<file path="config.mk">
export PLATFORM = sky130hd
export DESIGN_NAME = gcrl_front
export DESIGN_NICKNAME = d
export VERILOG_FILES = /design/src/design/gcrl_pkg.sv /design/src/design/gcrl_front.sv
export SDC_FILE = /design/constraint.sdc
export NUM_CORES = 1
export LEC_CHECK = 0
export ABC_AREA = 1
export BUFFER_PORTS_ARGS = -buffer_cell sky130_fd_sc_hd__buf_2
export CAP_MARGIN = 10
export CORE_MARGIN = 5
export CORE_UTILIZATION = 45
export DETAILED_ROUTE_END_ITERATION = 10
export HOLD_SLACK_MARGIN = 0.05
export PLACE_DENSITY = 0.7
export SYNTH_ARGS = -nofsm -noshare
export SYNTH_HDL_FRONTEND = slang
export SYNTH_SLANG_ARGS = --single-unit
</file>
<file path="constraint.sdc">
create_clock -name clk_i -period 8.33 [get_ports clk_i]
set_input_delay 0.833 -clock clk_i [delete_from_list [all_inputs] [get_ports clk_i]]
set_output_delay 0.833 -clock clk_i [all_outputs]
set_load 0.005 [all_outputs]
</file>
<file path="src/design/gcrl_pkg.sv">
// Shared types, constants and the arctangent table of the great-circle route length unit.
// Used by gcrl_front, gcrl_back and the top level; depends on nothing else.
package gcrl_pkg;

  typedef struct packed {
    logic signed [29:0] latitude;
    logic signed [30:0] longitude;
    logic               last_stop;
    logic               round_trip;
  } item_t;

  typedef struct packed {
    logic [39:0] path_len;
    logic        length_saturated;
  } result_t;

  // Handshake between the front queue and the back engine.
  typedef struct packed {
    logic  valid;
    item_t item;
  } front_req_t;

  typedef enum logic [3:0] {
    ST_IDLE,
    ST_START,
    ST_LOAD,
    ST_MOD,
    ST_FOLD,
    ST_ZMUL,
    ST_RINIT,
    ST_ROT,
    ST_COS,
    ST_MUL_C,
    ST_MUL_H,
    ST_AVAL,
    ST_SQRT,
    ST_VEC,
    ST_LEG_MUL,
    ST_ACC
  } back_state_e;

  localparam logic signed [33:0] Q30_ONE        = 34'sd1073741824;
  localparam logic signed [33:0] CORDIC_GAIN    = 34'sd652032874;
  localparam logic signed [32:0] DEG_TO_RAD_Q32 = 33'sd74961321;
  localparam logic signed [32:0] EARTH_DIAM_M   = 33'sd12742000;
  localparam logic [47:0]        SUM_MAX        = 48'hFFFF_FFFF_FFFF;
  localparam logic [39:0]        LENGTH_MAX     = 40'hFF_FFFF_FFFF;
  localparam logic [63:0]        SQRT_TOP_BIT   = 64'h4000_0000_0000_0000;

  localparam logic [29:0] ATAN_HEAD [11] = '{
    30'd843314856, 30'd497837829, 30'd263043836, 30'd133525158, 30'd67021686,
    30'd33543515, 30'd16775850, 30'd8388437, 30'd4194282, 30'd2097149,
    30'd1048575
  };

  // atan(2^-i) in Q30, truncated; exact powers of two for i = 11 to 30, zero beyond.
  function automatic logic signed [33:0] atan_q30(input logic [5:0] i);
    logic signed [33:0] r;
    if (i < 6'd11) begin
      r = 34'(ATAN_HEAD[i[3:0]]);
    end else if (i <= 6'd30) begin
      r = 34'sd1 <<< (6'd30 - i);
    end else begin
      r = 34'sd0;
    end
    return r;
  endfunction

endpackage

</file>
<file path="src/design/gcrl_front.sv">
// Front part: accepts stops from the input stream and holds them in a two-entry queue.
// Depends on gcrl_pkg for the item type.
module gcrl_front (
  input  logic                 clk_i,
  input  logic                 rst_ni,
  input  logic                 in_valid_i,
  output logic                 in_ready_o,
  input  gcrl_pkg::item_t      in_item_i,
  output gcrl_pkg::front_req_t req_o,
  input  logic                 req_ready_i
);

  gcrl_pkg::item_t mem_q [2];
  logic            wr_ptr_q, wr_ptr_d;
  logic            rd_ptr_q, rd_ptr_d;
  logic [1:0]      count_q, count_d;
  logic            push, pop;

  assign in_ready_o = (count_q != 2'd2);
  assign push       = in_valid_i && in_ready_o;
  assign pop        = req_ready_i && (count_q != 2'd0);

  assign req_o.valid = (count_q != 2'd0);
  assign req_o.item  = mem_q[rd_ptr_q];

  always_comb begin
    wr_ptr_d = push ? ~wr_ptr_q : wr_ptr_q;
    rd_ptr_d = pop ? ~rd_ptr_q : rd_ptr_q;
    count_d  = count_q + 2'(push) - 2'(pop);
  end

  always_ff @(posedge clk_i) begin
    if (push) begin
      mem_q[wr_ptr_q] <= in_item_i;
    end
  end

  always_ff @(posedge clk_i or negedge rst_ni) begin
    if (!rst_ni) begin
      wr_ptr_q <= 1'b0;
      rd_ptr_q <= 1'b0;
      count_q  <= 2'd0;
    end else begin
      wr_ptr_q <= wr_ptr_d;
      rd_ptr_q <= rd_ptr_d;
      count_q  <= count_d;
    end
  end

endmodule

</file>
# Word level (Yosys, flattened, before mapping)
# Memories as Yosys holds them, arrays and structs flattened.
# Cells that the tools add are included.
[word_totals]
memories = 1
input_bits = 67
ramBits = 126
register_bits = 4
out_inout_bits = 65
[mem_list]
columns = ["memory", "depth", "word_bits", "rd", "rd_clocked_by_memory_dff", "wr", "line", "rtl"]
rows = [
  ["mem_q", 2, 63, 1, 0, 1, "gcrl_front.sv:13", "gcrl_pkg::item_t mem_q [2];"],
]
[classes]
reduce_logical = 3
bitwise_logic = 2
eq_ne = 1
add_sub_neg = 2
muxes = 2
[ops]
columns = ["op", "n"]
rows = [
  ["adder 2 x 1 -> 2 bit", 1],
  ["logical AND 1 bit", 2],
  ["two-way mux 1 bit", 2],
  ["!= test 2 bit, second input constant", 1],
  ["inverter 1 bit", 2],
  ["nonzero test 2 bit", 1],
  ["subtractor 2 x 1 -> 2 bit", 1],
]

# Longest topological paths before layout
[depth]
word_depth = 4
mapped_depth = 10
depth_no_buf = 10

# Worst setup path after synthesis
# Ideal clock, no wire load.
[synth_timing]
path_kind = "input to register"
start = "input port in_valid_i"
end = "memory mem_q[1][0] (netlist bit) (enable)"
stages = 2
slack_ps = 4294
arrival_time_ps = 3552
path_buffers = 0
setup_ps = 484
path_cell_list = "nand2_1 nor2_1"
[synth_via]
elab_chain_len = 3
[synth_lines]
columns = ["element", "line", "rtl"]
rows = [
  ["start: declaration", "gcrl_front.sv:6", "input logic in_valid_i,"],
  ["logical AND 1 bit", "gcrl_front.sv:20", "assign push = in_valid_i && in_ready_o;"],
  ["two-way mux 1 bit", "gcrl_front.sv:33", "if (push) begin"],
  ["two-way mux 1 bit (implied by the code)", "gcrl_front.sv:34", "mem_q[wr_ptr_q] <= in_item_i;"],
  ["end: declaration", "gcrl_front.sv:13", ""],
]
# Every way passes these cells.

==> flow_metrics.py <==
metrics = {
    "outcome": {
        "outcome": "complete, no violations",
    },
    "sta": {
        "finalHoldViolCount": 0,
        "rsz0062_at_grt": "false",
        "setup_viol": 0,
        "tns_ns": 0,
        "slew_headroom_pct": 27.32,
        "hold-worst-slack_ns": 0.1139,
        "worst_slack_ns": 5.416,
        "fmax_ghz": 0.3432,
        "fin_skew_ns": 0.008098,
        "drv_slew": 0,
        "worst_slew_pin_slew_ns": 1.089,
        "min_period_ns": 2.914,
        "period_share_pct": 34.98,
    },
    "critical_path": {
        "r2r-end": "mem_q[1][50]$_DFFE_PP_",
        "critPathLaunchType": "flop",
        "cp-end-kind": "output pin",
        "worst-path-stages": 4,
        "crit_end": "req_o[11]",
        "startpoint": "rd_ptr_q$_DFFE_PN0P_",
        "critPathArrivalTime_ns": 2.08,
        "path_delay_family": "buffers and inverters",
        "rr_worst_depth": 4,
        "critical_path.cell_chain": "inv_2 -> nand2_1 -> nand2_1 -> buf_2",
        "crit_slowest_cell": "inv_2",
        "crit_fanout": 64,
        "cp_common_cell": "nand2_1",
        "rrSetupSlack_ns": 6.50,
        "r2r_start": "count_q[1]$_DFF_PN0_",
        "crit_path_max_incr_delay_ns": 0.78,
        "cp.required_ns": 7.50,
        "crit_buf_inv": 2,
        "criticalPathCategory": "reg2out",
    },
    "power_and_ir_drop": {
        "power_leakage_nw": 2.705,
        "total_power_mw": 2.253,
        "p_per_area_nw_per_um2": 365.4,
        "peakVddDrop_mv": 0.1689,
    },
    "detailed_routing": {
        "num_vias": 3023,
        "ant_nets": 0,
        "via_per_inst": 4.658,
        "drt_iter0_markers": 163,
        "remaining_drc_errors": 0,
        "drt-total-wl_um": 9395,
        "first_pass_iters": 4,
        "wl_per_cell_um": 14.48,
    },
    "clocking": {
        "holdBufCountCts": 0,
        "ctsLongestPathBuffers": 2,
        "cts_buffers": 17,
        "clk_pin_slew_ns": 0.05,
        "root_buffer": "clkbuf_8",
        "ctsResizeCount": 0,
        "clk_latency_ns": 0.51,
        "cts_setup_buffers": 0,
        "h-tree-depth": 4,
        "tritoncts": "done",
        "cts_sinks": 130,
    },
    "synthesis": {
        "synthCells": 360,
        "synth_flop_cell": "edfxtp_1",
        "seq_area_frac_synth_pct": 80.25,
        "synth_edf_count": 126,
        "ys_ff_latch": 130,
        "syn_area_per_cell_um2": 13.44,
        "synth_top_area_share_pct": 78.18,
        "synthArstFlopShare_pct": 3.077,
        "synthMostInstantiatedCell": "nand2_1",
        "ys_warn_count": 0,
        "syn-cell-area_um2": 4840,
        "netlist_top_cells_area": "edfxtp_1 78%, nand2_1 16%, dfrtp_1 2.1%",
        "synth.distinct_cells": 11,
        "synth_top_area_cell": "edfxtp_1",
        "synthTopCellsByCount": "202 x nand2_1, 126 x edfxtp_1, 8 x inv_1",
        "syn_nets": 429,
    },
    "global_route": {
        "grt_overflow": 0,
        "grtUsageTotal_pct": 15.25,
        "grt_pass1_vias": 3197,
        "grt_max_degree": 65,
        "antenna_found_initial": 0,
        "grt_first_pass_wirelength_um": 14990,
    },
    "final_layout": {
        "antenna_cells": 0,
        "drive_gt1_share_pct": 32.36,
        "design_area_um2": 6166,
        "layout.nets": 569,
        "layout.cells.non_filler": 649,
        "multi_input_area_um2": 809.5,
        "fillers": 850,
        "syn_to_final_growth_pct": 27.40,
        "layout.area.seq_um2": 3885,
        "utilization_pct": 59.20,
    },
    "worst_hold_path": {
        "min_path_type": "in2async",
    },
    "place": {
        "port_buffers": 131,
        "place_area_um2": 5577,
        "dp_hpwl_um": 5833,
        "dpl.cell_count": 617,
        "gp_congestion": 0.7245,
        "pre_cts_slack_ns": 5.911,
    },
    "die": {
        "dieArea_um2": 12930,
        "rows": 37,
        "ioPinCount": 132,
        "die_x_um": 113.7,
        "core_um2": 10420,
        "start_util_pct": 46.46,
        "chipHeight_um": 113.7,
    },
    "flow_run": {
        "drv_cap": 0,
    },
}
-- per-layer routing --
metal  share of wire, %  wire, um  global-route usage (%)
met1                 40      3777                   17.59
met2                 50      4693                   25.32
met3                8.8       823                   5.729
met4                1.1       102                   6.891
met5                  0         0                       0
-- worst min path at each step --
| stage | cells past startpoint | startpoint | end |
|---|---|---|---|
| 6_report | 1 | rst_ni | count_q[0]$_DFF_PN0_ |
| 5_1_grt | 1 | rst_ni | count_q[0]$_DFF_PN0_ |
| 4_1_cts | 1 | rst_ni | count_q[0]$_DFF_PN0_ |
| 3_5_place_dp | 2 | wr_ptr_q$_DFFE_PN0N_ | wr_ptr_q$_DFFE_PN0N_ |
| 3_3_place_gp | 2 | wr_ptr_q$_DFFE_PN0N_ | wr_ptr_q$_DFFE_PN0N_ |
| 2_1_floorplan | 2 | wr_ptr_q$_DFFE_PN0N_ | wr_ptr_q$_DFFE_PN0N_ |
-- layout make-up --
type	instances	share of cell area, %
well taps	136	2.760
repair buffers	134	11.00
clock inverters	12	2.658
inverters	9	0.5479
flip-flops and latches	130	63.01
multi-input cells	208	13.13
clock buffers	20	6.899
-- state kept, by name (all words and copies together) (netlist names) --
name,flops
rd_ptr_q,1
count_q,2
wr_ptr_q,1
mem_q,126
-- power by group --
| part | total [mW] | switching, mW | internal, mW |
|---|---|---|---|
| clock network | 0.731 | 0.250 | 0.481 |
| logic | 0.591 | 0.383 | 0.208 |
| registers | 0.931 | 0.0350 | 0.896 |
-- kinds of logic after synthesis --
logic type | Yosys count | share of synthesized area, %
flops | 130 | 80.25
buf+inv | 22 | 3.180
simple gates | 206 | 16.05
fa+ha+maj | 2 | 0.5170
-- placed cells by master (no fill, tap or decap) --
cell / netlist / layout
inv_2: 1 / 2
clkbuf_8: 6 / 1
clkinvlp_4: 0 / 2
clkbuf_1: 0 / 3
bufinv_16: 0 / 4
clkinv_1: 0 / 1
edfxtp_1: 126 / 126
buf_4: 1 / 3
nand2_1: 202 / 202
nand3_1: 3 / 3
dfrtp_1: 4 / 3
clkbuf_16: 0 / 16
ha_1: 2 / 2
inv_1: 8 / 7
buf_2: 6 / 131
clkinv_2: 0 / 5
nor2_4: 0 / 1
dfrtp_2: 0 / 1
-- worst reg2reg max path: stages, from the launching register on --
cell and delay [ns]:
dfrtp_1 0.39, nand2_1 0.12, nand2_1 0.14, nor2_4 0.10
buf_4 0.68
Note: power is estimated with default switching activity, not from simulation.
